`src/design/rgb_led_pwm_bit_encoder_macros.svh`:
```
// ----------------------------------------------------------------------------
// RGB LED PWM bit encoder assertion macros
// Shared assertion helpers; every use relies on clk and rst_n in scope.
// ----------------------------------------------------------------------------
`ifndef RGB_LED_PWM_BIT_ENCODER_MACROS_SVH
`define RGB_LED_PWM_BIT_ENCODER_MACROS_SVH

`ifndef ASSERT_OFF

// Checked at every rising edge outside reset.
`define RLPBE_ASSERT(label, prop) \
  label: assert property (@(posedge clk) disable iff (!rst_n) prop) \
    else $error("rlpbe assertion failed");

// Checked at every rising edge, reset included.
`define RLPBE_ASSERT_ALWAYS(label, prop) \
  label: assert property (@(posedge clk) prop) \
    else $error("rlpbe assertion failed");

`else

`define RLPBE_ASSERT(label, prop)
`define RLPBE_ASSERT_ALWAYS(label, prop)

`endif

`endif

```
`src/design/rlpbe_pkg.sv`:
```
// ----------------------------------------------------------------------------
// RGB LED PWM bit encoder package
// Widths, codes, reset values, the brightness ROM and shared types.
// ----------------------------------------------------------------------------
package rlpbe_pkg;

  // Field widths.
  localparam int CHAN_W     = 8;
  localparam int DUTY_W     = 16;
  localparam int BRIGHT_W   = 6;
  localparam int TRAIL_W    = 7;
  localparam int CFG_IDX_W  = 2;
  localparam int CFG_DATA_W = 16;
  localparam int COEF_W     = 17;
  localparam int PROD_W     = CHAN_W + COEF_W;

  // Pixel word and run lengths.
  localparam int PIX_BITS    = 3 * CHAN_W;
  localparam int PIX_LAST    = PIX_BITS - 1;
  localparam int BIT_IDX_W   = $clog2(PIX_BITS);
  localparam int MAX_TRAILER = 64;
  localparam int SLOT_W      = $clog2(MAX_TRAILER);

  // Brightness ROM and defaults for the top-level parameters.
  localparam int ROM_DEPTH           = 46;
  localparam int ROM_TOP             = ROM_DEPTH - 1;
  localparam int BRIGHT_STEPS_DEFAULT = 46;
  localparam int QUEUE_DEPTH_DEFAULT = 2;

  // Item kinds.
  localparam logic KIND_PIXEL = 1'b0;
  localparam logic KIND_EOF   = 1'b1;

  // Configuration register indexes.
  localparam logic [CFG_IDX_W-1:0] CFG_BRIGHTNESS     = 2'd0;
  localparam logic [CFG_IDX_W-1:0] CFG_ONE_DUTY       = 2'd1;
  localparam logic [CFG_IDX_W-1:0] CFG_ZERO_DUTY      = 2'd2;
  localparam logic [CFG_IDX_W-1:0] CFG_TRAILER_LENGTH = 2'd3;

  // Register reset values.
  localparam logic [BRIGHT_W-1:0] BRIGHT_RST  = 6'd45;
  localparam logic [DUTY_W-1:0]   ONE_RST     = 16'd150;
  localparam logic [DUTY_W-1:0]   ZERO_RST    = 16'd75;
  localparam logic [TRAIL_W-1:0]  TRAILER_RST = 7'd50;

  // round(tan(k degrees) * 65536) for k = 0 to 45.
  localparam logic [COEF_W-1:0] TAN_ROM [0:ROM_DEPTH-1] = '{
    17'd0,     17'd1144,  17'd2289,  17'd3435,  17'd4583,  17'd5734,
    17'd6888,  17'd8047,  17'd9210,  17'd10380, 17'd11556, 17'd12739,
    17'd13930, 17'd15130, 17'd16340, 17'd17560, 17'd18792, 17'd20036,
    17'd21294, 17'd22566, 17'd23853, 17'd25157, 17'd26478, 17'd27818,
    17'd29179, 17'd30560, 17'd31964, 17'd33392, 17'd34846, 17'd36327,
    17'd37837, 17'd39378, 17'd40951, 17'd42560, 17'd44205, 17'd45889,
    17'd47615, 17'd49385, 17'd51202, 17'd53070, 17'd54991, 17'd56970,
    17'd59009, 17'd61113, 17'd63287, 17'd65536
  };

  // Configuration as seen by the front and back parts.
  typedef struct packed {
    logic [BRIGHT_W-1:0] brightness;
    logic [DUTY_W-1:0]   one_duty;
    logic [DUTY_W-1:0]   zero_duty;
    logic [TRAIL_W-1:0]  trailer_length;
  } cfg_t;

  // One queued work item: its kind and the packed GRB word.
  typedef struct packed {
    logic                kind;
    logic [PIX_BITS-1:0] word;
  } q_entry_t;

endpackage

```
`src/design/rlpbe_front.sv`:
```
// ----------------------------------------------------------------------------
// RGB LED PWM bit encoder front end
// Accepts items, scales the pixel channels and packs them into a GRB word.
// ----------------------------------------------------------------------------
module rlpbe_front (
  input  logic                           in_valid,
  output logic                           in_stall,
  input  logic                           in_kind,
  input  logic [rlpbe_pkg::CHAN_W-1:0]   in_red,
  input  logic [rlpbe_pkg::CHAN_W-1:0]   in_green,
  input  logic [rlpbe_pkg::CHAN_W-1:0]   in_blue,
  input  rlpbe_pkg::cfg_t                cfg,
  input  logic                           q_full,
  output logic                           q_push,
  output rlpbe_pkg::q_entry_t            q_data
);

  logic [rlpbe_pkg::COEF_W-1:0] coef;
  logic [rlpbe_pkg::PROD_W-1:0] prod_r;
  logic [rlpbe_pkg::PROD_W-1:0] prod_g;
  logic [rlpbe_pkg::PROD_W-1:0] prod_b;

  // A transfer is taken whenever the queue has room.
  assign in_stall = q_full;
  assign q_push   = in_valid & ~q_full;

  // Brightness coefficient; the register is already saturated to the ROM range.
  assign coef = rlpbe_pkg::TAN_ROM[cfg.brightness];

  // Each channel times the coefficient, keeping the integer part.
  assign prod_r = rlpbe_pkg::PROD_W'(in_red)   * rlpbe_pkg::PROD_W'(coef);
  assign prod_g = rlpbe_pkg::PROD_W'(in_green) * rlpbe_pkg::PROD_W'(coef);
  assign prod_b = rlpbe_pkg::PROD_W'(in_blue)  * rlpbe_pkg::PROD_W'(coef);

  // Pack as green, red, blue; an end of frame carries no word.
  always_comb begin
    q_data.kind = in_kind;
    if (in_kind == rlpbe_pkg::KIND_EOF) begin
      q_data.word = '0;
    end else begin
      q_data.word = {prod_g[23:16], prod_r[23:16], prod_b[23:16]};
    end
  end

endmodule

```
`src/design/rlpbe_fifo.sv`:
```
// ----------------------------------------------------------------------------
// RGB LED PWM bit encoder item queue
// Short first-in first-out queue between the front end and the serialiser.
// ----------------------------------------------------------------------------
`include "rgb_led_pwm_bit_encoder_macros.svh"

module rlpbe_fifo #(
  parameter int DEPTH = rlpbe_pkg::QUEUE_DEPTH_DEFAULT
) (
  input  logic                clk,
  input  logic                rst_n,
  input  logic                push,
  input  rlpbe_pkg::q_entry_t push_data,
  output logic                full,
  input  logic                pop,
  output logic                head_valid,
  output rlpbe_pkg::q_entry_t head_data
);

  localparam int PTR_W = (DEPTH > 1) ? $clog2(DEPTH) : 1;
  localparam int CNT_W = $clog2(DEPTH + 1);

  rlpbe_pkg::q_entry_t entries_r [DEPTH];
  logic [PTR_W-1:0]    wr_ptr_r, wr_ptr_nxt;
  logic [PTR_W-1:0]    rd_ptr_r, rd_ptr_nxt;
  logic [CNT_W-1:0]    count_r,  count_nxt;

  assign full       = (count_r == CNT_W'(DEPTH));
  assign head_valid = (count_r != '0);
  assign head_data  = entries_r[rd_ptr_r];

  // Pointer and fill count updates.
  always_comb begin
    wr_ptr_nxt = wr_ptr_r;
    rd_ptr_nxt = rd_ptr_r;
    count_nxt  = count_r;
    if (push) begin
      wr_ptr_nxt = (wr_ptr_r == PTR_W'(DEPTH - 1)) ? '0 : wr_ptr_r + 1'b1;
    end
    if (pop) begin
      rd_ptr_nxt = (rd_ptr_r == PTR_W'(DEPTH - 1)) ? '0 : rd_ptr_r + 1'b1;
    end
    if (push && !pop) begin
      count_nxt = count_r + 1'b1;
    end else if (pop && !push) begin
      count_nxt = count_r - 1'b1;
    end
  end

  always_ff @(posedge clk) begin
    if (!rst_n) begin
      wr_ptr_r <= '0;
      rd_ptr_r <= '0;
      count_r  <= '0;
    end else begin
      wr_ptr_r <= wr_ptr_nxt;
      rd_ptr_r <= rd_ptr_nxt;
      count_r  <= count_nxt;
    end
  end

  // Entry storage needs no reset.
  always_ff @(posedge clk) begin
    if (push) begin
      entries_r[wr_ptr_r] <= push_data;
    end
  end

  // The fill count never passes the depth, and an empty queue has met pointers.
  `RLPBE_ASSERT(a_count_bound, count_r <= CNT_W'(DEPTH))
  `RLPBE_ASSERT(a_empty_ptrs, (count_r == '0) |-> (wr_ptr_r == rd_ptr_r))

endmodule

```
`src/design/rlpbe_serial.sv`:
```
// ----------------------------------------------------------------------------
// RGB LED PWM bit encoder serialiser
// Turns the queue head into one duty slot per unstalled cycle behind an output register.
// ----------------------------------------------------------------------------
`include "rgb_led_pwm_bit_encoder_macros.svh"

module rlpbe_serial (
  input  logic                         clk,
  input  logic                         rst_n,
  input  rlpbe_pkg::cfg_t              cfg,
  input  logic                         head_valid,
  input  rlpbe_pkg::q_entry_t          head_data,
  output logic                         pop,
  output logic                         out_valid,
  input  logic                         out_stall,
  output logic [rlpbe_pkg::DUTY_W-1:0] out_duty,
  output logic                         out_last
);

  logic [rlpbe_pkg::SLOT_W-1:0]    cnt_r, cnt_nxt;
  logic                            out_valid_r, out_valid_nxt;
  logic [rlpbe_pkg::DUTY_W-1:0]    duty_r;
  logic                            last_r;
  logic [rlpbe_pkg::SLOT_W-1:0]    trail_last;
  logic [rlpbe_pkg::SLOT_W-1:0]    run_last;
  logic [rlpbe_pkg::BIT_IDX_W-1:0] bit_idx;
  logic                            slot_last;
  logic [rlpbe_pkg::DUTY_W-1:0]    slot_duty;
  logic                            load;

  // Trailer run length, with zero read as one and long runs cut to the maximum.
  always_comb begin
    if (cfg.trailer_length == '0) begin
      trail_last = '0;
    end else if (cfg.trailer_length > rlpbe_pkg::TRAIL_W'(rlpbe_pkg::MAX_TRAILER)) begin
      trail_last = rlpbe_pkg::SLOT_W'(rlpbe_pkg::MAX_TRAILER - 1);
    end else begin
      trail_last = rlpbe_pkg::SLOT_W'(cfg.trailer_length - 1'b1);
    end
  end

  // Current slot: most significant bit first for a pixel, zero duty for a trailer.
  always_comb begin
    bit_idx = rlpbe_pkg::BIT_IDX_W'(rlpbe_pkg::PIX_LAST)
              - cnt_r[rlpbe_pkg::BIT_IDX_W-1:0];
    if (head_data.kind == rlpbe_pkg::KIND_EOF) begin
      run_last  = trail_last;
      slot_duty = '0;
    end else begin
      run_last  = rlpbe_pkg::SLOT_W'(rlpbe_pkg::PIX_LAST);
      slot_duty = head_data.word[bit_idx] ? cfg.one_duty : cfg.zero_duty;
    end
    slot_last = (cnt_r == run_last);
  end

  // A slot moves into the output register when it is empty or being taken.
  assign load = head_valid && (!out_valid_r || !out_stall);
  assign pop  = load && slot_last;

  always_comb begin
    cnt_nxt       = cnt_r;
    out_valid_nxt = out_valid_r;
    if (load) begin
      out_valid_nxt = 1'b1;
      cnt_nxt       = slot_last ? '0 : cnt_r + 1'b1;
    end else if (!out_stall) begin
      out_valid_nxt = 1'b0;
    end
  end

  always_ff @(posedge clk) begin
    if (!rst_n) begin
      cnt_r       <= '0;
      out_valid_r <= 1'b0;
    end else begin
      cnt_r       <= cnt_nxt;
      out_valid_r <= out_valid_nxt;
    end
  end

  // Result payload needs no reset.
  always_ff @(posedge clk) begin
    if (load) begin
      duty_r <= slot_duty;
      last_r <= slot_last;
    end
  end

  assign out_valid = out_valid_r;
  assign out_duty  = duty_r;
  assign out_last  = last_r;

  // Reset empties the output; the slot count rests at zero between items and
  // never runs past the end of the current run.
  `RLPBE_ASSERT_ALWAYS(a_reset_clears, !rst_n |=> (!out_valid_r && cnt_r == '0))
  `RLPBE_ASSERT(a_idle_count, !head_valid |-> (cnt_r == '0))
  `RLPBE_ASSERT(a_run_bound, head_valid |-> (cnt_r <= run_last))

endmodule

```
`src/design/rgb_led_pwm_bit_encoder.sv`:
```
// ----------------------------------------------------------------------------
// RGB LED PWM bit encoder
// Each pixel item yields 24 duty slots, one per clock while out_stall is low,
// in GRB order with the most significant bit first, every channel first
// scaled by tan(brightness degrees); an end-of-frame item yields
// trailer_length zero slots (1 to 64). The serialiser's output register
// emits one slot per cycle while out_stall is low. Items are taken while
// the item queue has room; when the queue is empty, the first slot of an
// item is written to a queue entry and then registered in the serialiser's
// output register before it is offered. Configuration is written through
// the plain write port and takes effect once registered.
// ----------------------------------------------------------------------------
module rgb_led_pwm_bit_encoder #(
  parameter int BRIGHT_STEPS = rlpbe_pkg::BRIGHT_STEPS_DEFAULT,
  parameter int QUEUE_DEPTH  = rlpbe_pkg::QUEUE_DEPTH_DEFAULT
) (
  input  logic                             clk,
  input  logic                             rst_n,
  input  logic                             cfg_we,
  input  logic [rlpbe_pkg::CFG_IDX_W-1:0]  cfg_index,
  input  logic [rlpbe_pkg::CFG_DATA_W-1:0] cfg_wdata,
  input  logic                             in_valid,
  output logic                             in_stall,
  input  logic                             in_kind,
  input  logic [rlpbe_pkg::CHAN_W-1:0]     in_red,
  input  logic [rlpbe_pkg::CHAN_W-1:0]     in_green,
  input  logic [rlpbe_pkg::CHAN_W-1:0]     in_blue,
  output logic                             out_valid,
  input  logic                             out_stall,
  output logic [rlpbe_pkg::DUTY_W-1:0]     out_duty,
  output logic                             out_last
);

  // Highest usable brightness index.
  localparam int BRIGHT_TOP = (BRIGHT_STEPS - 1 < rlpbe_pkg::ROM_TOP) ?
                              BRIGHT_STEPS - 1 : rlpbe_pkg::ROM_TOP;

  rlpbe_pkg::cfg_t                cfg_r, cfg_nxt;
  logic [rlpbe_pkg::BRIGHT_W-1:0] bright_wr;
  logic                           q_push;
  logic                           q_full;
  logic                           q_pop;
  logic                           q_head_valid;
  rlpbe_pkg::q_entry_t            q_push_data;
  rlpbe_pkg::q_entry_t            q_head_data;

  // Configuration writes; brightness saturates at the top ROM index.
  always_comb begin
    bright_wr = cfg_wdata[rlpbe_pkg::BRIGHT_W-1:0];
    cfg_nxt   = cfg_r;
    if (cfg_we) begin
      unique case (cfg_index)
        rlpbe_pkg::CFG_BRIGHTNESS: begin
          cfg_nxt.brightness = (bright_wr > rlpbe_pkg::BRIGHT_W'(BRIGHT_TOP)) ?
                               rlpbe_pkg::BRIGHT_W'(BRIGHT_TOP) : bright_wr;
        end
        rlpbe_pkg::CFG_ONE_DUTY: begin
          cfg_nxt.one_duty = cfg_wdata[rlpbe_pkg::DUTY_W-1:0];
        end
        rlpbe_pkg::CFG_ZERO_DUTY: begin
          cfg_nxt.zero_duty = cfg_wdata[rlpbe_pkg::DUTY_W-1:0];
        end
        rlpbe_pkg::CFG_TRAILER_LENGTH: begin
          cfg_nxt.trailer_length = cfg_wdata[rlpbe_pkg::TRAIL_W-1:0];
        end
        default: begin
          cfg_nxt = cfg_r;
        end
      endcase
    end
  end

  always_ff @(posedge clk) begin
    if (!rst_n) begin
      cfg_r.brightness     <= (rlpbe_pkg::BRIGHT_RST > rlpbe_pkg::BRIGHT_W'(BRIGHT_TOP)) ?
                              rlpbe_pkg::BRIGHT_W'(BRIGHT_TOP) : rlpbe_pkg::BRIGHT_RST;
      cfg_r.one_duty       <= rlpbe_pkg::ONE_RST;
      cfg_r.zero_duty      <= rlpbe_pkg::ZERO_RST;
      cfg_r.trailer_length <= rlpbe_pkg::TRAILER_RST;
    end else begin
      cfg_r <= cfg_nxt;
    end
  end

  // Front end: accepts and scales items.
  rlpbe_front u_front (
    .in_valid (in_valid),
    .in_stall (in_stall),
    .in_kind  (in_kind),
    .in_red   (in_red),
    .in_green (in_green),
    .in_blue  (in_blue),
    .cfg      (cfg_r),
    .q_full   (q_full),
    .q_push   (q_push),
    .q_data   (q_push_data)
  );

  // Item queue between the two halves.
  rlpbe_fifo #(
    .DEPTH (QUEUE_DEPTH)
  ) u_fifo (
    .clk        (clk),
    .rst_n      (rst_n),
    .push       (q_push),
    .push_data  (q_push_data),
    .full       (q_full),
    .pop        (q_pop),
    .head_valid (q_head_valid),
    .head_data  (q_head_data)
  );

  // Back end: one duty slot per cycle while out_stall is low.
  rlpbe_serial u_serial (
    .clk        (clk),
    .rst_n      (rst_n),
    .cfg        (cfg_r),
    .head_valid (q_head_valid),
    .head_data  (q_head_data),
    .pop        (q_pop),
    .out_valid  (out_valid),
    .out_stall  (out_stall),
    .out_duty   (out_duty),
    .out_last   (out_last)
  );

endmodule
```
`config.mk`:
```
export PLATFORM = sky130hd
export DESIGN_NAME = rgb_led_pwm_bit_encoder
export DESIGN_NICKNAME = d
export VERILOG_FILES = /design/src/design/rlpbe_pkg.sv /design/src/design/rlpbe_front.sv /design/src/design/rlpbe_fifo.sv /design/src/design/rlpbe_serial.sv /design/src/design/rgb_led_pwm_bit_encoder.sv
export VERILOG_INCLUDE_DIRS = /design/src /design/src/design
export SDC_FILE = /design/constraint.sdc
export NUM_CORES = 1
export LEC_CHECK = 0
export BUFFER_PORTS_ARGS = -buffer_cell sky130_fd_sc_hd__clkbuf_2
export CORE_MARGIN = 10
export CORE_UTILIZATION = 44
export CTS_BUF_LIST = sky130_fd_sc_hd__clkbuf_16
export CTS_CLUSTER_SIZE = 14
export DETAILED_ROUTE_END_ITERATION = 16
export GPL_TIMING_DRIVEN = 0
export PLACE_DENSITY_LB_ADDON = 0.3
export SETUP_SLACK_MARGIN = 0.15
export SKIP_LAST_GASP = 1
export SYNTH_ARGS = -nofsm -noshare
export SYNTH_HDL_FRONTEND = slang
export SYNTH_SLANG_ARGS = --single-unit
```
`constraint.sdc`:
```
create_clock -name clk -period 21.9 [get_ports clk]
set_input_delay 2.19 -clock clk [delete_from_list [all_inputs] [get_ports clk]]
set_output_delay 2.19 -clock clk [all_outputs]
set_load 0.01 [all_outputs]
```
**Yosys cells after proc, flatten, opt, wreduce, memory -nomap -nowiden**

Memories as Yosys holds them, arrays and structs flattened. A register that Yosys moved wholly into a read port is not among the register bits.
Index checks and enable logic that the tools add are counted.

- Add/sub/neg operators: 7
- Multiply operators: 3
- Order comparisons: 4
- Eq/ne operators: 6
- Muxes and demuxes: 21
- Bitwise gates (word level): 3
- Reductions and logical operators: 17

Operators with widths:

| cell | number |
|---|---|
| multiplier 8 x 17 -> 24 bit | 3 |
| two-way mux 17 bit | 2 |
| two-way mux 6 bit | 5 |
| two-way mux 24 bit | 1 |
| two-way mux 16 bit | 1 |
| two-way mux 1 bit | 9 |
| AND reduction 2 bit | 4 |
| >= comparator 7 bit (second input constant) | 1 |
| greater-than comparator 7 bit (second input constant) | 1 |
| zero test 7 bit | 1 |
| NOT 6 -> 7 bit | 1 |
| adder 6 x 1 -> 6 bit (second input constant) | 1 |
| equality test 2 bit (second input constant) | 3 |
| equality test 6 bit | 1 |
| greater-than comparator 6 bit (second input constant) | 1 |
| less-than comparator 5 x 6 -> 1 bit (second input constant) | 1 |
| subtractor 6 x 1 -> 6 bit (second input constant) | 1 |
| binary-select mux 1 bit (select 5 bit) | 1 |
| subtractor 5 bit (first input constant) | 1 |
| logical AND 1 bit | 4 |
| zero test 1 bit | 4 |
| two-way mux 2 bit | 2 |
| nonzero test 2 bit | 2 |
| adder 1 bit (second input constant) | 2 |
| other kinds (8) | 8 |

- Bits in registers: 73
- RAM bits: 50
- ROM bits: 1088
- Output and inout bits: 19
- Logic and storage cells: 74
- Memories: 2

Memories:

| memory | words | bits a word | rd ports | clocked after Yosys merged registers in | wr ports | line | text |
|---|---|---|---|---|---|---|---|
| (name not given) | 64 | 17 | 1 | 0 | 0 | rlpbe_front.sv:28 | `assign coef = rlpbe_pkg::TAN_ROM[cfg.brightness];` |
| u_fifo.entries_r | 2 | 25 | 1 | 1 | 1 | rlpbe_fifo.sv:23 | `rlpbe_pkg::q_entry_t entries_r [DEPTH];` |

**Depth between registers and ports, before layout**

- Depth in word-level cells: 9
- Gate-level depth with buffers: 29
- Gate-level depth less buffers: 26

**By module**

From an unflattened synthesis, not the netlist that was laid out.

- Cells, all modules: 2048
- Area total of the unflattened synthesis: 18464.0 µm²

By module, submodules not included:

| module | instances | cells each | area each (µm²) | sequential area each (µm²) |
|---|---|---|---|---|
| rlpbe_front | 1 | 1573 | 13050.0 | 0.0 |
| rlpbe_fifo | 1 | 100 | 2024.4 | 1601.5 |
| rlpbe_serial | 1 | 171 | 1767.9 | 650.6 |
| rgb_led_pwm_bit_encoder | 1 | 204 | 1621.6 | 900.9 |

**Worst setup path after synthesis**

Ideal clock, no wire load.

- Path type: reg-to-reg
- Start: register cfg_r[40] in the netlist's numbering
- End: memory u_fifo.entries_r[0][14] in the netlist's numbering (data pin)
- Arrival: 6.977 ns
- Data required time: 21.638 ns
- Slack: 14.660 ns
- Cell stages (with the launch flop): 28
- Cell sequence: dfxtp_1 -> clkbuf_1 -> clkbuf_1 -> inv_1 -> ha_1 -> clkbuf_1 -> nor2_1 -> nand2b_1 -> a21oi_1 -> o21ai_0 -> o21ai_0 -> clkbuf_1 -> nor2b_1 -> fa_1 -> fa_1 -> fa_1 -> inv_1 -> fa_1 -> inv_1 -> ha_1 -> and3_1 -> a221o_1 -> a221oi_1 -> o21ai_0 -> nor4b_1 -> nor2_1 -> a21oi_1 -> mux2_2

RTL lines:

| element | line | text |
|---|---|---|
| start: declaration | rgb_led_pwm_bit_encoder.sv:38 | `rlpbe_pkg::cfg_t cfg_r, cfg_nxt;` |
| start signal: assignment | rgb_led_pwm_bit_encoder.sv:81 | `cfg_r <= cfg_nxt;` |
| end: declaration | rlpbe_fifo.sv:23 |  |

==> flow_summary.toml <==
[timing]
setup_tns_ns = 0
finalHoldViolations = 0
rsz0062_at_grt = "no"
max-slew-margin-rel = 0.173
post-route-period-util = 0.425
fin_skew_ns = 0.00732
tightest_slew_ns = 1.24
setup_viol = 0
layout_min_cycle_time_ns = 9.30
slew_viol_final = 0
timing.fmax_mhz = 107

[floorplan]
die_w_um = 223
design.core.area_sq_mm = 0.0407
boundaryPins = 67
initial_core_util = 0.445
die_h_um = 223
die-area_sq_mm = 0.0497
core.rowCount = 74

[worst_setup_path]
critPathKind = "reg -> reg"
cp_max_fo = 10
timing.rr.start = "cfg_r[40]"
worst-r2r-cell-count = 27
r2r-end = "u_fifo.entries_r[0][23]"
reg2reg_slack_ns = 12.60
arrival_ns = 9.46
cp_data_required_time_ns = 22.06
startpoint_type = "flip-flop"
endpoint_kind = "flip-flop"

[layout]
drive_gt1_frac = 0.0685
area_growth_syn_to_layout_pct = 8.93
utilization = 0.485
nFillCells = 3910
nNetsFinal = 2535

[routing]
drt-vias-per-instance = 5.46
ant_nets = 0
drtIter0Drc = 1023
drt-total-wl_mm = 49.1
drc = 0
drtPass1Iterations = 5
routedWlPerCell_um = 18.6
via_count = 14400

[clocking]
cts_sinks = 124
post_cts_buffers = 0
postCtsHoldBufs = 0
htreeDepth = 4
cts_tree = "done"
clk_pin_slew_ns = 0.06
clockBufferDepth = 2
cts_root_buf = "clkbuf_16"
post_cts_resized = 0
cts_buffers = 17
clock_latency_ns = 0.41

[placed_design]
numPortBuffers = 66
dp_hpwl_mm = 38.9
globalplace.congestion = 0.916

[grt]
gr-usage-met3 = 0.0292
overflow = 0
grt_use_met1 = 0.256
grt_pass1_vias = 15500
grt_pass1_wl_mm = 81.6
grt_start_max_net_pins = 26
top_usage_layer = "met2"
antenna_found_initial = 0
grtUsageTotal = 0.201
grtUsageMet2 = 0.353

[run_status]
status = "finished clean"

[power_and_ir_drop]
total_power_uw = 1200
max-vdd-ir-drop_mv = 0.0382
leakagePower_uw = 0.00946
power_density_mw_per_mm2 = 61.0

[yosys]
synth_top_area_share = 0.292
synth_cell_types = 76
netlist.top_cell.by_area = "fa_1"
seq_area_frac_synth = 0.174
async_flop_share = 0
postSynthAreaPerCell_sq_um = 9.05
synth_edf_count = 67
syn-cell-area_sq_mm = 0.0181
synth-seq-cells = 124
synthTopCellsByArea = "fa_1 29%, edfxtp_1 11%, ha_1 9.2%"
ys_warn_count = 0
syn_nets = 2447
synthCells = 2002
synth-main-ff-cell = "edfxtp_1"

[hold_path]
hold_end = "cfg_r[15]"
min_from = "cfg_r[15]"
hold_path_depth = 2
hold_class = "reg -> reg"

[flow_run]
max_cap_violations = 0
==> metrics by stage <==
stage / worst slack, ns / hold WS (ns) / cell area (sq um) / cells
6_report: 12.60 / 0.456 / 19700 / 2636
3_3_place_gp: 12.38 / 0.441 / 19100 / 2600
2_1_floorplan: 14.66 / 0.433 / 18100 / 2002
5_1_grt: 12.09 / 0.473 / 19700 / 2635
4_1_cts: 12.26 / 0.457 / 19700 / 2634
3_5_place_dp: 12.30 / 0.448 / 19200 / 2602
==> registers in the layout (all words and copies together), names as in the netlist, 2 cells and up, named ones only <==
register,cells
u_serial.cnt_r,6
u_fifo.count_r,2
u_fifo.entries_r,50
cfg_r,45
u_serial.out_duty,16
==> final cells by class <==
cell class / count / area [sq um] / area share
clock inverter: 14 / 120 / 0.00608
antenna: 1 / 2.50 / 0.000127
inverter: 309 / 1160 / 0.0587
clock buffer: 18 / 450 / 0.0228
sequential: 124 / 3150 / 0.160
timing repair buffer: 69 / 370 / 0.0188
multi-input combinational: 1457 / 13400 / 0.677
tap: 532 / 666 / 0.0337
buffer: 112 / 462 / 0.0234
==> cells in the mapped netlist, drive strengths merged, types with 3 or more instances <==
| library cell | number |
|---|---|
| nand4b | 3 |
| o31ai | 4 |
| a21o | 12 |
| nor4 | 6 |
| nand2b | 21 |
| xnor2 | 23 |
| ha | 133 |
| a221o | 3 |
| inv | 308 |
| nand4 | 7 |
| o311ai | 6 |
| nor3 | 18 |
| mux2 | 7 |
| clkbuf | 91 |
| and4 | 3 |
| nand2 | 211 |
| nor2 | 80 |
| mux4 | 15 |
| dfxtp | 57 |
| a21oi | 81 |
| or3 | 10 |
| nor3b | 4 |
| a211oi | 11 |
| o21ai | 50 |
| mux2i | 25 |
| a211o | 3 |
| xor2 | 10 |
| a41oi | 3 |
| o211ai | 21 |
| and3 | 25 |
| a31oi | 8 |
| o31a | 4 |
| or2 | 4 |
| o22ai | 8 |
| buf | 21 |
| nand3 | 26 |
| a221oi | 6 |
| fa | 264 |
| nor2b | 57 |
| and2 | 253 |
| edfxtp | 67 |
==> cell usage in the layout (no fill, tap or decap), drive strengths merged, types with 7 or more instances in the layout <==
master	synthesis	final
xnor2	23	23
nand2b	21	21
a21oi	81	81
and3	25	25
nand2	211	211
a21o	12	12
nor3	18	18
o22ai	8	8
nand3	26	26
a31oi	8	8
o211ai	21	21
mux4	15	15
inv	308	312
and2	253	253
ha	133	133
nor2	80	80
clkbuf	91	175
mux2	7	7
edfxtp	67	67
or3	10	10
dfxtp	57	57
mux2i	25	25
xor2	10	10
fa	264	264
nand4	7	7
clkinv	1	9
a211oi	11	11
nor2b	57	57
buf	21	24
o21ai	50	50
==> routing by layer <==
| metal | wire length, um | part of all wire | up-vias |
|---|---|---|---|
| li1 | - | - | 6609 |
| met1 | 21200 | 0.43 | 7288 |
| met2 | 24600 | 0.50 | 400 |
| met3 | 2230 | 0.045 | 85 |
| met4 | 1090 | 0.022 | 0 |
| met5 | 0 | 0 | - |
==> kinds of logic after synthesis <==
logic type | count (synthesis) | share of synthesized area
simple gates | 735 | 0.213
compound gates | 244 | 0.0866
buf+inv | 421 | 0.0895
xor+xnor | 33 | 0.0159
mux | 47 | 0.0368
flops | 124 | 0.174
fa+ha+maj | 398 | 0.384
==> critical path, stage by stage, from the launching register on <==
cell	delay, ns
dfxtp_1	0.45
clkbuf_1	0.39
clkbuf_1	0.46
inv_1	0.25
ha_1	0.33
clkbuf_1	0.31
nand2_1	0.28
a21boi_0	0.19
o21ai_0	0.25
a211oi_1	0.14
a21oi_1	0.57
clkbuf_1	0.55
and2_1	0.24
fa_1	0.46
fa_1	0.52
fa_1	0.51
inv_1	0.05
fa_1	0.48
inv_1	0.04
ha_1	0.30
a21o_1	0.17
a21o_1	0.17
a211o_1	0.29
a211oi_1	0.33
and4b_1	0.35
nor2_1	0.15
a221oi_1	0.38
mux2_2	0.40
==> worst max-delay path by stage <==
stage | start | endpoint | depth (start not counted)
floorplan | cfg_r[40] | u_fifo.entries_r[0][14] | 27
global placement | cfg_r[40] | u_fifo.entries_r[0][14] | 27
detailed placement | cfg_r[40] | u_fifo.entries_r[0][14] | 27
CTS | cfg_r[40] | u_fifo.entries_r[1][14] | 27
global route | cfg_r[40] | u_fifo.entries_r[1][14] | 28
finish | cfg_r[40] | u_fifo.entries_r[0][23] | 27
==> where the power goes <==
group	internal, uW	leakage [uW]	switching, uW
clock network	163	0.000286	109
logic	256	0.00807	372
registers	293	0.00111	11.0
Power figures use the tool's default switching activity.
